[src/hdl/plfr_pkg.sv]
// shared types and constants for the page lookup block with fifo replacement
// used by plfr_ctrl, plfr_dp and page_lookup_fifo_replace_core
`default_nettype none

package plfr_pkg;

    localparam int MAX_RESIDENT  = 8;
    localparam int PAGE_ELEMENTS = 256;
    localparam int INDEX_BITS    = 24;

    localparam int OFFSET_W = $clog2(PAGE_ELEMENTS);
    localparam int TAG_W    = 16;
    localparam int SLOT_W   = 3;
    localparam int COUNT_W  = 4;

    // controller to datapath
    typedef struct packed {
        logic load_in;   // capture the incoming beat
        logic ptr_inc;   // step the search pointer
        logic mark_hit;  // current slot matched
        logic install;   // place the page after a miss
        logic load_out;  // move the result into the output register
    } ctrl_cmd_t;

    // datapath to controller
    typedef struct packed {
        logic match;     // slot under the pointer is valid and holds the page
        logic at_end;    // pointer is at the last valid slot or table empty
        logic out_busy;  // output register holds a beat not yet taken
    } dp_status_t;

    typedef enum logic [3:0] {
        ST_IDLE    = 4'b0001,
        ST_SEARCH  = 4'b0010,
        ST_INSTALL = 4'b0100,
        ST_RESULT  = 4'b1000
    } ctrl_state_t;

endpackage

`default_nettype wire

[src/hdl/plfr_ctrl.sv]
// sequencer for the page lookup: accept, search slot by slot, install, deliver
// depends on plfr_pkg
`default_nettype none

module plfr_ctrl (
    input  wire                 clk,
    input  wire                 rst_n,
    input  wire                 in_valid,
    output logic                in_ready,
    input  plfr_pkg::dp_status_t status,
    output plfr_pkg::ctrl_cmd_t  cmd
);

    plfr_pkg::ctrl_state_t state_reg;
    plfr_pkg::ctrl_state_t state_next;

    always_ff @(posedge clk or negedge rst_n)
    begin
        if (!rst_n)
        begin
            state_reg <= plfr_pkg::ST_IDLE;
        end
        else
        begin
            state_reg <= state_next;
        end
    end

    assign in_ready = (state_reg == plfr_pkg::ST_IDLE);

    always_comb
    begin
        state_next = state_reg;
        cmd        = '0;
        unique case (state_reg)
            plfr_pkg::ST_IDLE:
            begin
                if (in_valid)
                begin
                    cmd.load_in = 1'b1;
                    state_next  = plfr_pkg::ST_SEARCH;
                end
            end
            plfr_pkg::ST_SEARCH:
            begin
                priority if (status.match)
                begin
                    cmd.mark_hit = 1'b1;
                    state_next   = plfr_pkg::ST_RESULT;
                end
                else if (status.at_end)
                begin
                    state_next = plfr_pkg::ST_INSTALL;
                end
                else
                begin
                    cmd.ptr_inc = 1'b1;
                end
            end
            plfr_pkg::ST_INSTALL:
            begin
                cmd.install = 1'b1;
                state_next  = plfr_pkg::ST_RESULT;
            end
            plfr_pkg::ST_RESULT:
            begin
                if (!status.out_busy)
                begin
                    cmd.load_out = 1'b1;
                    state_next   = plfr_pkg::ST_IDLE;
                end
            end
            default:
            begin
                state_next = plfr_pkg::ST_IDLE;
            end
        endcase
    end

    // a search never runs past the table
    assert property (@(posedge clk) disable iff (!rst_n)
        (state_reg == plfr_pkg::ST_SEARCH) && status.at_end && !status.match
            |=> state_reg == plfr_pkg::ST_INSTALL)
        else $error("search did not stop at the last valid slot");

    // every accepted beat leaves idle for the search
    assert property (@(posedge clk) disable iff (!rst_n)
        in_valid && in_ready |=> state_reg == plfr_pkg::ST_SEARCH)
        else $error("accepted beat did not start a search");

    // install is always followed by result delivery
    assert property (@(posedge clk) disable iff (!rst_n)
        cmd.install |=> state_reg == plfr_pkg::ST_RESULT)
        else $error("install not followed by result");

endmodule

`default_nettype wire

[src/hdl/plfr_dp.sv]
// datapath: page split, resident tag table, fill count, fifo pointer, output register
// depends on plfr_pkg
`default_nettype none

module plfr_dp (
    input  wire                                  clk,
    input  wire                                  rst_n,
    input  wire  [plfr_pkg::INDEX_BITS-1:0]      element_index,
    input  wire                                  out_ready,
    input  plfr_pkg::ctrl_cmd_t                  cmd,
    output plfr_pkg::dp_status_t                 status,
    output logic                                 out_valid,
    output logic                                 hit,
    output logic [plfr_pkg::SLOT_W-1:0]          slot,
    output logic [plfr_pkg::TAG_W-1:0]           page_number,
    output logic [plfr_pkg::OFFSET_W-1:0]        offset_in_page,
    output logic                                 evicted_valid,
    output logic [plfr_pkg::TAG_W-1:0]           evicted_page
);

    localparam logic [plfr_pkg::COUNT_W-1:0] FULL_COUNT =
        plfr_pkg::COUNT_W'(plfr_pkg::MAX_RESIDENT);
    localparam logic [plfr_pkg::SLOT_W-1:0] LAST_SLOT =
        plfr_pkg::SLOT_W'(plfr_pkg::MAX_RESIDENT - 1);

    logic [plfr_pkg::TAG_W-1:0]    tag_mem [plfr_pkg::MAX_RESIDENT];

    logic [plfr_pkg::TAG_W-1:0]    page_reg;
    logic [plfr_pkg::OFFSET_W-1:0] offset_reg;
    logic [plfr_pkg::SLOT_W-1:0]   ptr_reg;
    logic [plfr_pkg::SLOT_W-1:0]   ptr_next;
    logic [plfr_pkg::COUNT_W-1:0]  count_reg;
    logic [plfr_pkg::COUNT_W-1:0]  count_next;
    logic [plfr_pkg::SLOT_W-1:0]   oldest_reg;
    logic [plfr_pkg::SLOT_W-1:0]   oldest_next;

    logic                          res_hit_reg;
    logic [plfr_pkg::SLOT_W-1:0]   res_slot_reg;
    logic                          res_ev_valid_reg;
    logic [plfr_pkg::TAG_W-1:0]    res_ev_page_reg;

    logic                          out_valid_reg;
    logic                          out_valid_next;
    logic                          out_hit_reg;
    logic [plfr_pkg::SLOT_W-1:0]   out_slot_reg;
    logic [plfr_pkg::TAG_W-1:0]    out_page_reg;
    logic [plfr_pkg::OFFSET_W-1:0] out_offset_reg;
    logic                          out_ev_valid_reg;
    logic [plfr_pkg::TAG_W-1:0]    out_ev_page_reg;

    logic [plfr_pkg::SLOT_W-1:0]   rd_addr;
    logic [plfr_pkg::TAG_W-1:0]    rd_tag;
    logic [plfr_pkg::COUNT_W-1:0]  ptr_ext;
    logic                          full;
    logic [plfr_pkg::SLOT_W-1:0]   install_slot;

    // one read port: search pointer, or the oldest slot while installing
    assign rd_addr = cmd.install ? oldest_reg : ptr_reg;
    assign rd_tag  = tag_mem[rd_addr];
    assign ptr_ext = {1'b0, ptr_reg};
    assign full    = (count_reg == FULL_COUNT);

    // slots fill in order, so slot i is valid exactly when i < count
    assign status.match    = (ptr_ext < count_reg) && (rd_tag == page_reg);
    assign status.at_end   = ((ptr_ext + plfr_pkg::COUNT_W'(1)) >= count_reg);
    assign status.out_busy = out_valid_reg && !out_ready;

    assign install_slot = full ? oldest_reg : count_reg[plfr_pkg::SLOT_W-1:0];

    always_comb
    begin
        ptr_next    = ptr_reg;
        count_next  = count_reg;
        oldest_next = oldest_reg;
        if (cmd.load_in)
        begin
            ptr_next = '0;
        end
        else if (cmd.ptr_inc)
        begin
            ptr_next = ptr_reg + plfr_pkg::SLOT_W'(1);
        end
        if (cmd.install)
        begin
            if (full)
            begin
                oldest_next = (oldest_reg == LAST_SLOT) ? '0
                                                        : oldest_reg + plfr_pkg::SLOT_W'(1);
            end
            else
            begin
                count_next = count_reg + plfr_pkg::COUNT_W'(1);
            end
        end
        unique case ({cmd.load_out, out_ready})
            2'b10, 2'b11: out_valid_next = 1'b1;
            2'b01:        out_valid_next = 1'b0;
            2'b00:        out_valid_next = out_valid_reg;
            default:      out_valid_next = out_valid_reg;
        endcase
    end

    always_ff @(posedge clk or negedge rst_n)
    begin
        if (!rst_n)
        begin
            ptr_reg       <= '0;
            count_reg     <= '0;
            oldest_reg    <= '0;
            out_valid_reg <= 1'b0;
        end
        else
        begin
            ptr_reg       <= ptr_next;
            count_reg     <= count_next;
            oldest_reg    <= oldest_next;
            out_valid_reg <= out_valid_next;
        end
    end

    always_ff @(posedge clk)
    begin
        if (cmd.load_in)
        begin
            offset_reg <= element_index[plfr_pkg::OFFSET_W-1:0];
            page_reg   <= element_index[plfr_pkg::OFFSET_W +: plfr_pkg::TAG_W];
        end
        if (cmd.mark_hit)
        begin
            res_hit_reg      <= 1'b1;
            res_slot_reg     <= ptr_reg;
            res_ev_valid_reg <= 1'b0;
            res_ev_page_reg  <= '0;
        end
        if (cmd.install)
        begin
            tag_mem[install_slot] <= page_reg;
            res_hit_reg           <= 1'b0;
            res_slot_reg          <= install_slot;
            res_ev_valid_reg      <= full;
            res_ev_page_reg       <= full ? rd_tag : '0;
        end
        if (cmd.load_out)
        begin
            out_hit_reg      <= res_hit_reg;
            out_slot_reg     <= res_slot_reg;
            out_page_reg     <= page_reg;
            out_offset_reg   <= offset_reg;
            out_ev_valid_reg <= res_ev_valid_reg;
            out_ev_page_reg  <= res_ev_page_reg;
        end
    end

    assign out_valid      = out_valid_reg;
    assign hit            = out_hit_reg;
    assign slot           = out_slot_reg;
    assign page_number    = out_page_reg;
    assign offset_in_page = out_offset_reg;
    assign evicted_valid  = out_ev_valid_reg;
    assign evicted_page   = out_ev_page_reg;

    assert property (@(posedge clk) disable iff (!rst_n)
        count_reg <= FULL_COUNT)
        else $error("resident count above table size");

    // fifo pointer only moves once the table has filled
    assert property (@(posedge clk) disable iff (!rst_n)
        !full |-> oldest_reg == '0)
        else $error("oldest slot moved before table full");

    assert property (@(posedge clk) disable iff (!rst_n)
        cmd.install && !full |=> count_reg == $past(count_reg) + plfr_pkg::COUNT_W'(1))
        else $error("fill install did not bump count");

    assert property (@(posedge clk) disable iff (!rst_n)
        out_valid_reg |-> !(out_hit_reg && out_ev_valid_reg))
        else $error("hit reported with an eviction");

endmodule

`default_nettype wire

[src/hdl/page_lookup_fifo_replace_core.sv]
// top level of the page lookup with fifo replacement: controller plus datapath
// depends on plfr_pkg, plfr_ctrl, plfr_dp
`default_nettype none

// Each input beat is a flat element index; the block splits it into page number
// (upper bits) and offset (low 8 bits), searches an 8-slot fully associative
// table of resident pages one slot per cycle, and on a miss installs the page,
// evicting the oldest page once all slots are in use. The result register is
// loaded after a search of k slots (1 to 8) on a hit, and after the search and
// an install step on a miss; the load waits while the output register holds a
// result not yet taken. A new index is taken only once the last result is loaded,
// and the compare runs slot by slot on the single tag read port. The result sits
// in an output register, so the next index is taken while the last result waits
// for out_ready. No clearing pass follows reset.
module page_lookup_fifo_replace_core (
    input  wire                                  clk,
    input  wire                                  rst_n,
    input  wire                                  in_valid,
    output logic                                 in_ready,
    input  wire  [plfr_pkg::INDEX_BITS-1:0]      element_index,
    output logic                                 out_valid,
    input  wire                                  out_ready,
    output logic                                 hit,
    output logic [plfr_pkg::SLOT_W-1:0]          slot,
    output logic [plfr_pkg::TAG_W-1:0]           page_number,
    output logic [plfr_pkg::OFFSET_W-1:0]        offset_in_page,
    output logic                                 evicted_valid,
    output logic [plfr_pkg::TAG_W-1:0]           evicted_page
);

    plfr_pkg::ctrl_cmd_t  cmd;
    plfr_pkg::dp_status_t status;

    plfr_ctrl u_ctrl (
        .clk      (clk),
        .rst_n    (rst_n),
        .in_valid (in_valid),
        .in_ready (in_ready),
        .status   (status),
        .cmd      (cmd)
    );

    plfr_dp u_dp (
        .clk            (clk),
        .rst_n          (rst_n),
        .element_index  (element_index),
        .out_ready      (out_ready),
        .cmd            (cmd),
        .status         (status),
        .out_valid      (out_valid),
        .hit            (hit),
        .slot           (slot),
        .page_number    (page_number),
        .offset_in_page (offset_in_page),
        .evicted_valid  (evicted_valid),
        .evicted_page   (evicted_page)
    );

endmodule

`default_nettype wire

[config.mk]
export PLATFORM = sky130hd
export DESIGN_NAME = page_lookup_fifo_replace_core
export DESIGN_NICKNAME = d
export VERILOG_FILES = /design/src/hdl/plfr_pkg.sv /design/src/hdl/plfr_ctrl.sv /design/src/hdl/plfr_dp.sv /design/src/hdl/page_lookup_fifo_replace_core.sv
export SDC_FILE = /design/constraint.sdc
export NUM_CORES = 1
export LEC_CHECK = 0
export BUFFER_PORTS_ARGS = -buffer_cell sky130_fd_sc_hd__buf_2
export CAP_MARGIN = 40
export CORE_MARGIN = 3
export CORE_UTILIZATION = 45
export DETAILED_ROUTE_END_ITERATION = 10
export HOLD_SLACK_MARGIN = 0.02
export PLACE_DENSITY = 0.73
export RECOVER_POWER = 25
export SYNTH_ARGS = -nofsm -noshare
export SYNTH_HDL_FRONTEND = slang
export SYNTH_HIERARCHICAL = 1
export SYNTH_SLANG_ARGS = --single-unit
[constraint.sdc]
create_clock -name clk -period 6.78 [get_ports clk]
set_clock_uncertainty 0.05 [all_clocks]
set_input_delay 2.034 -clock clk [delete_from_list [all_inputs] [get_ports clk]]
set_output_delay 2.034 -clock clk [all_outputs]
set_load 0.005 [all_outputs]
==> results.md, run 1 <==
* Status: completed
* Total wire length at between 15 and 20 mm
* Endpoint of the most critical register-to-register path: u_dp/res_ev_page_reg[1]
* Static leakage at 3.97 nW
* Setup repair after global routing missed its margin: false
* Overall track demand over capacity in global routing at 0.173
* CTS tree: done
* Largest reg by FF count: u_dp/tag_mem
* Clock buffer count from CTS at 25
* Clock sink count at between 200 and 250
* Wire length of the first global-routing pass at about 30 mm
* Launch instance of the worst min-delay path: u_dp/offset_reg[1]
* Number of DRC violations after detailed-routing iteration 0 at approximately 640
* Clk Latency, worst-skew pair at between 0.5 and 0.6 ns
* Cell occurring most often along the worst timing path: sky130_fd_sc_hd__buf_4
* Required time of the worst setup path at a little under 7 ns
* Portion of total power attributed to the clock network at 0.350
* Worst ir drop on vdd at about 0.17 mV
* Actual slew at the worst max-slew pin at a little over 0.9 ns
* R2R cell count at 14
* Overflow left after global routing at 0
* Net Switching at 0.000954 W
* Number of cell rows at 52
* Maximum number of pins on one net before global-route repair at between 40 and 50
* Switching Fraction at 0.263
* Vertical die dimension at 150 um
* CORE AREA at 20,400 sq um
* Max Freq at 193 MHz
* Hold Path Depth at 0
* Post-Synthesis Cells at 623
* First-pass detailed-route iteration total at 7
* Number of failing setup endpoints in the final timing report at 0
* ANT nets after route at 0
* Max Root-Sink Buffers at 3
* Endpoint of the worst hold path: u_dp/offset_in_page[1]
* Chain of cells forming the critical path: nand2b_1 > nor3_2 > buf_4 > mux2i_2 > buf_4 > nand2_1 > nand3_1 > nand4_1 > xnor2_1 > nor4_1 > o2111ai_1 > nor3_1 > and2_1 > or2_2
* Kind of cell adding the most delay to the critical path: simple AND/OR/NAND/NOR gates
* Quantity of hold-fixing buffers added after cts at 0
* Pwr/cell area at between 300 and 400 nW/um^2
* Total Power at between 0.003 and 0.004 W
* Via count of the first global-routing pass at about 5,400
* Final-layout fill cell count at between 1,500 and 2,000
* Number of pins with negative max-slew slack in the final report at 0
* Post-Layout Cell Count at about 1,000
* Share of post-route cells with drive strength above 1 at 0.216
* Number of flip-flops and latches in the synthesized netlist at ~230
* Setup TNS at 0 ns
* CP Capture Type: flip-flop
* Area of the die at approximately 23,000 sq um
* Sequential share of power at 0.506
* Design area at 11,000 sq um
* Cell internal power dissipation at between 0.002 and 0.003 W
* Ys Warns at 6
* Routed vias at 5,496
* Antenna violations before repair at 0
* Num ports at 75
* Syn-to-layout area delta at 17.3%
* Setup CP Type: flip-flop to flip-flop
* Mean cell area of the mapped netlist at 15.1 sq um
* Portion of total power attributed to combinational logic at 0.144
* Count of unresolved DRC violations after routing at 0
* Post-synthesis net count at roughly 660
* Primary FF master, synth: sky130_fd_sc_hd__edfxtp_1
* Post-CTS Repair Setup Buffers at 0
* Width of the die at roughly 150 um
* Sequential fraction of the synthesis area at 0.737
* Final GP Congestion at just under 0.9
* Max reg flops at approximately 130
* Number of enable-type register cells in the synthesized netlist at between 200 and 250
* Crit path buffers/inverters at 2
* Worst flop-to-flop path startpoint: u_ctrl/state_reg[3]
* Summed instance area of the synthesized netlist at 9380 sq um
* Final hold slack at between 0.3 and 0.4 ns
* Final hold vios at 0
* Type of the worst min-delay path: flip-flop to flip-flop
* Library cell contributing the largest single delay on the critical path: sky130_fd_sc_hd__mux2i_2
* Number of max-cap violations at 0
* Antenna diode instance count at 0
* Top cell type's share of synthesized area at 0.695
* Proportion of synthesized flip-flops having asynchronous set or reset at 0.0644
* Period Utilization, post-route at 0.764
* Number of nets in the finished design at between 700 and 800
* Detailed-route vias per instance at between 5 and 6
* Final critical path time including I/O delays and setup at 5.18 ns
* Master cell of the clock root buffer: sky130_fd_sc_hd__clkbuf_16
* Maximum fanout along the worst path at 28
* Slew HR at 0.385
* Post-CTS clock slew at the launch and capture registers of the worst setup and hold paths at 0.06 ns
* Detailed placer's ending HPWL at ~12 mm
* H-tree levels at 1
* Number of distinct library cells after synthesis at 47
* CP arrival at approximately 5.3 ns
* CP peak stage delay at 0.68 ns
* Initial core utilization at 0.460
* Cell accounting for the most synthesized area: sky130_fd_sc_hd__edfxtp_1
* Flop2flop setup slack at 1.60 ns
* Critical Path Start Type: flip-flop
* Top post-synthesis cells by area: sky130_fd_sc_hd__edfxtp_1, sky130_fd_sc_hd__dfrtp_1, sky130_fd_sc_hd__nand2b_1
* Buffers added on ports at 74
* Final routed wire length divided by cell count at about 20 um
* Placed cell count at 955
* Area after detailed placement at 10,200 sq um
* Post-cts resize count at 0
==> worst register-to-register path, delay by kind of cell, from the launching register on <==
kind                      cells  cell delay (ns)
and+or+nand+nor               9             2.55
buffers and inverters         2             0.69
muxes                         1             0.69
DFF                           1             0.47
AOI/OAI and AO/OA             1             0.19
xor gates and xnor gates      1             0.16
==> metrics by stage <==
step / worst slack, ns / utilization
after CTS: 1.62 / 0.540
after global placement: 1.81 / 0.494
after global routing: 1.24 / 0.540
after floorplan: 1.57 / -
after detailed placement: 1.66 / 0.502
final: 1.60 / 0.540
==> synthesized netlist by cell type, types with 3 or more instances <==
master	instances
sky130_fd_sc_hd__nand3_1	22
sky130_fd_sc_hd__nor3_1	16
sky130_fd_sc_hd__a21o_1	3
sky130_fd_sc_hd__xnor2_1	14
sky130_fd_sc_hd__nor2b_1	3
sky130_fd_sc_hd__o221ai_1	4
sky130_fd_sc_hd__mux2_2	6
sky130_fd_sc_hd__dfrtp_1	14
sky130_fd_sc_hd__edfxtp_1	217
sky130_fd_sc_hd__a21oi_1	26
sky130_fd_sc_hd__nand2_1	66
sky130_fd_sc_hd__or2_2	3
sky130_fd_sc_hd__xor2_1	13
sky130_fd_sc_hd__nand4_1	8
sky130_fd_sc_hd__buf_4	4
sky130_fd_sc_hd__ha_1	12
sky130_fd_sc_hd__o22ai_1	6
sky130_fd_sc_hd__buf_2	10
sky130_fd_sc_hd__a31oi_1	4
sky130_fd_sc_hd__a22o_1	3
sky130_fd_sc_hd__nor4_1	3
sky130_fd_sc_hd__mux2i_1	10
sky130_fd_sc_hd__a22oi_1	21
sky130_fd_sc_hd__mux4_2	8
sky130_fd_sc_hd__nor2_1	40
sky130_fd_sc_hd__clkbuf_1	11
sky130_fd_sc_hd__nand2b_1	45
sky130_fd_sc_hd__inv_1	9
==> placed cells by master, fill, tap and decap left out, drive strengths merged, types with 14 or more instances in the layout <==
cell type / instances
a21oi: 26
a22oi: 21
buf: 89
clkbuf: 32
dfrtp: 14
edfxtp: 217
nand2: 66
nand2b: 46
nand3: 22
nor2: 42
nor3: 16
xnor2: 14
==> metal layers <==
layer	wire [um]	track usage
met5	0	0
met4	423	0.0622
met3	1370	0.0268
met2	9710	0.278
met1	8140	0.242
==> power groups by stage <==
stage / Clock, W / Sequential [W] / Combinational, W
2_1_floorplan: 0 / 0.00181 / 0.000405
3_3_place_gp: 0 / 0.00185 / 0.000495
3_5_place_dp: 0 / 0.00186 / 0.000517
4_1_cts: 0.00130 / 0.00184 / 0.000521
5_1_grt: 0.00136 / 0.00185 / 0.000576
6_report: 0.00127 / 0.00184 / 0.000522
==> logic make-up (layout without fill, tap and decap cells) <==
logic type | after synthesis | in the layout | share of synthesized area
muxes | 25 | 25 | 0.0386
buffers and inverters | 36 | 141 | 0.0176
DFF | 233 | 233 | 0.737
xor gates and xnor gates | 27 | 27 | 0.0252
and+or+nand+nor | 217 | 217 | 0.114
adders and majority gates | 12 | 12 | 0.0160
AOI/OAI and AO/OA | 73 | 73 | 0.0515
==> worst max path at each step <==
stage | from | slack [ns] | depth (start not counted) | end
2_1_floorplan | in_valid | 1.57 | 2 | u_dp/offset_reg[0]
3_3_place_gp | u_ctrl/state_reg[3] | 1.81 | 14 | u_dp/res_ev_page_reg[6]
3_5_place_dp | u_ctrl/state_reg[3] | 1.66 | 14 | u_dp/res_ev_page_reg[8]
4_1_cts | u_ctrl/state_reg[3] | 1.62 | 14 | u_dp/res_ev_page_reg[1]
5_1_grt | u_ctrl/state_reg[3] | 1.24 | 14 | u_dp/res_ev_page_reg[5]
6_report | u_ctrl/state_reg[3] | 1.60 | 14 | u_dp/res_ev_page_reg[1]
==> layout make-up <==
class                      instances  area, sq um  share of cell area
tap                              270          338              0.0307
clock inverter                    11          115              0.0105
multi-input combinational        354         2360               0.215
inverter                           9         33.8             0.00307
sequential                       233         6910               0.628
timing repair buffer              89          584              0.0531
clock buffer                      32          652              0.0593
Power figures use the tool's default switching activity.
==> inputs of run 2 (changes only) <==
Clock period 6.78 ns to 5.3 ns, I/O delays scaled along.
==> run 2 against run 1 <==
Clock power is 39% higher. Sequential power up 27%. Cell count up 0.40%. Power rose by 31%. Clock-buffer cell count shrank 3. First-iteration DRC count is 21% lower. Sequential cell count unchanged. Sequential share of layout area fell by 0.32 points. Largest cell class unchanged. Die area unchanged. Critical path type unchanged. Worst hold slack about the same.
==> results.md, run 2 (same netlist as run 1, synthesis figures left out) <==
* Overall track demand over capacity in global routing at 0.174 (was 0.173)
* ANT nets after route at 0 (unchanged)
* Portion of total power attributed to combinational logic at 0.141 (was 0.144)
* Setup TNS at 0 ns (unchanged)
* Final routed wire length divided by cell count at 19.4 um (was 19.7 um)
* Max Freq at 212 MHz (was 193 MHz)
* Number of pins with negative max-slew slack in the final report at 0 (unchanged)
* Detailed placer's ending HPWL at 12.4 mm (was 12.5 mm)
* Number of max-cap violations at 0 (unchanged)
* Final design utilization at 0.543 (was 0.540)
* Switching Fraction at 0.253 (was 0.263)
* Portion of total power attributed to the clock network at 0.369 (was 0.350)
* Static leakage at 4.01 nW (was 3.97 nW)
* Num ports at 75 (unchanged)
* Placed cell count at 958 (was 955)
* Setup CP Type: flip-flop to flip-flop (unchanged)
* Commonest cells after routing, fill and taps aside: sky130_fd_sc_hd__edfxtp_1, sky130_fd_sc_hd__buf_2, sky130_fd_sc_hd__nand2_1 (unchanged)
* Overflow left after global routing at 0 (unchanged)
* Actual slew at the worst max-slew pin at 0.831 ns (was 0.922 ns)
* Period Utilization, post-route at 0.891 (was 0.764)
* Area of the die at 22,600 sq um (unchanged)
* Post-cts resize count at 0 (unchanged)
* Type of the worst min-delay path: flip-flop to flip-flop (unchanged)
* Antenna violations before repair at 0 (unchanged)
* CP Capture Type: flip-flop (unchanged)
* Number of DRC violations after detailed-routing iteration 0 at 511 (was 644)
* Routed vias at 5,477 (was 5,496)
* Final hold slack at 0.368 ns (about the same)
* Count of unresolved DRC violations after routing at 0 (unchanged)
* Sequential share of power at 0.490 (was 0.506)
* Maximum fanout along the worst path at 34 (was 28)
* CP arrival at 4.81 ns (was 5.28 ns)
* Cell internal power dissipation at 0.00356 W (was 0.00268 W)
* CORE AREA at 20,400 sq um (unchanged)
* Final hold vios at 0 (unchanged)
* Syn-to-layout area delta at 17.9% (was 17.3%)
* Total wire length at 19.4 mm (was 19.6 mm)
* Area after detailed placement at 10,200 sq um (about the same)
* Post-CTS clock slew at the launch and capture registers of the worst setup and hold paths at 0.06 ns (about the same)
* Post-CTS Repair Setup Buffers at 0 (unchanged)
* Max reg flops at 128 (unchanged)
* Number of cell rows at 52 (unchanged)
* Initial core utilization at 0.460 (unchanged)
* Global-route met2 utilization at 0.285 (was 0.278)
* Clock buffer count from CTS at 24 (was 25)
* Met3 layer usage reported by global route at 0.0262 (was 0.0268)
* Vertical die dimension at 150 um (unchanged)
* Design area at 11,100 sq um (was 11,000 sq um)
* Antenna diode instance count at 0 (unchanged)
* Maximum number of pins on one net before global-route repair at 47 (unchanged)
* Status: completed (unchanged)
* Max Root-Sink Buffers at 3 (unchanged)
* Final critical path time including I/O delays and setup at 4.72 ns (was 5.18 ns)
* Largest reg by FF count: u_dp/tag_mem (unchanged)
* Clk Latency, worst-skew pair at 0.51 ns (was 0.53 ns)
* H-tree levels at 1 (unchanged)
* First-pass detailed-route iteration total at 5 (was 7)
* Final-layout fill cell count at 1,573 (was 1,592)
* Net Switching at 0.00121 W (was 0.000954 W)
* Slew HR at 0.446 (was 0.385)
* Post-Layout Cell Count at 1,002 (was 998)
* Commonest non-fill, non-tap cell in the layout: sky130_fd_sc_hd__edfxtp_1 (unchanged)
* Clock sink count at 233 (unchanged)
* Critical Path Start Type: flip-flop (unchanged)
* Wire length of the first global-routing pass at 30.4 mm (was 30.0 mm)
* Share of post-route cells with drive strength above 1 at 0.225 (was 0.216)
* Quantity of hold-fixing buffers added after cts at 0 (unchanged)
* CTS tree: done (unchanged)
* Worst ir drop on vdd at 0.322 mV (was 0.173 mV)
* Number of failing setup endpoints in the final timing report at 0 (unchanged)
* Pwr/cell area at 432 nW/um^2 (was 330 nW/um^2)
* Master cell of the clock root buffer: sky130_fd_sc_hd__clkbuf_16 (unchanged)
* Final GP Congestion at 0.871 (was 0.885)
* Detailed-route vias per instance at 5.47 (was 5.51)
* Most heavily used metal layer in global routing: met2 (unchanged)
* Buffers added on ports at 74 (unchanged)
* Setup repair after global routing missed its margin: false (unchanged)
* Number of nets in the finished design at 754 (was 752)
* Required time of the worst setup path at 5.39 ns (was 6.88 ns)
* Met1 Usage GRT at 0.241 (was 0.242)
* Width of the die at 150 um (unchanged)
* Via count of the first global-routing pass at 5,498 (was 5,411)
-- run 2: changes by cell type in the layout (fill, tap and decap cells not counted), sizes merged --
cell and change:
bufinv +3, inv -1, clkinv +2, buf +3, clkbuf -3
-- run 2: area by class of cell --
type	count	area [sq um]	share of cell area
clock buffer	29	641	0.0579
clock inverter	15	196	0.0178
inverter	9	33.8	0.00306
multi-input combinational	354	2360	0.214
sequential	233	6910	0.625
tap	270	338	0.0306
timing repair buffer	92	571	0.0516
-- run 2: per-stage QoR --
stage	total power [W]	setup slack [ns]
2_1_floorplan	0.00283	0.530
3_3_place_gp	0.00301	0.680
3_5_place_dp	0.00305	0.594
4_1_cts	0.00482	0.561
5_1_grt	0.00498	0.225
6_report	0.00477	0.577
-- run 2: critical path: stages, from the launching register on --
cell and delay, ns:
sky130_fd_sc_hd__dfrtp_1 0.48, sky130_fd_sc_hd__nand2b_1 0.25, sky130_fd_sc_hd__nor3_2 0.13, sky130_fd_sc_hd__buf_4 0.27, sky130_fd_sc_hd__mux2i_2 0.22, sky130_fd_sc_hd__buf_4 0.43
sky130_fd_sc_hd__mux4_2 0.59, sky130_fd_sc_hd__xor2_1 0.16, sky130_fd_sc_hd__nor3_1 0.30, sky130_fd_sc_hd__a31oi_1 0.06, sky130_fd_sc_hd__or3_1 0.35, sky130_fd_sc_hd__nor3_1 0.22
sky130_fd_sc_hd__buf_4 0.20, sky130_fd_sc_hd__and2_1 0.14, sky130_fd_sc_hd__or2_2 0.49
-- run 2: layer usage --
| metal | vias up | wire, um |
|---|---|---|
| met4 | 0 | 512 |
| met5 | - | 0 |
| met2 | 219 | 9450 |
| met3 | 44 | 1380 |
| met1 | 2701 | 8060 |
| li1 | 2513 | - |
-- run 2: power by group through the flow --
stage	clock network, W	logic, W	registers (W)
2_1_floorplan	0	0.000518	0.00231
3_3_place_gp	0	0.000649	0.00236
3_5_place_dp	0	0.000676	0.00238
4_1_cts	0.00179	0.000683	0.00234
5_1_grt	0.00187	0.000754	0.00236
6_report	0.00176	0.000675	0.00234
-- run 2: path summary, 6_finish.rpt --
| kind | slack, ns | end | cells past startpoint | start |
|---|---|---|---|---|
| max reg2reg | 0.58 | u_dp/res_ev_page_reg[5] | 14 | u_ctrl/state_reg[3] |
| max | 0.58 | u_dp/res_ev_page_reg[5] | 14 | u_ctrl/state_reg[3] |
| min reg2reg | 0.37 | u_dp/evicted_page[0] | 0 | u_dp/res_ev_page_reg[0] |
| min in group asynchronous | 0.93 | u_dp/count_reg[3] | 1 | rst_n |
| max in group asynchronous | 3.97 | u_ctrl/state_reg[0] | 1 | rst_n |
| min | 0.37 | u_dp/evicted_page[0] | 0 | u_dp/res_ev_page_reg[0] |
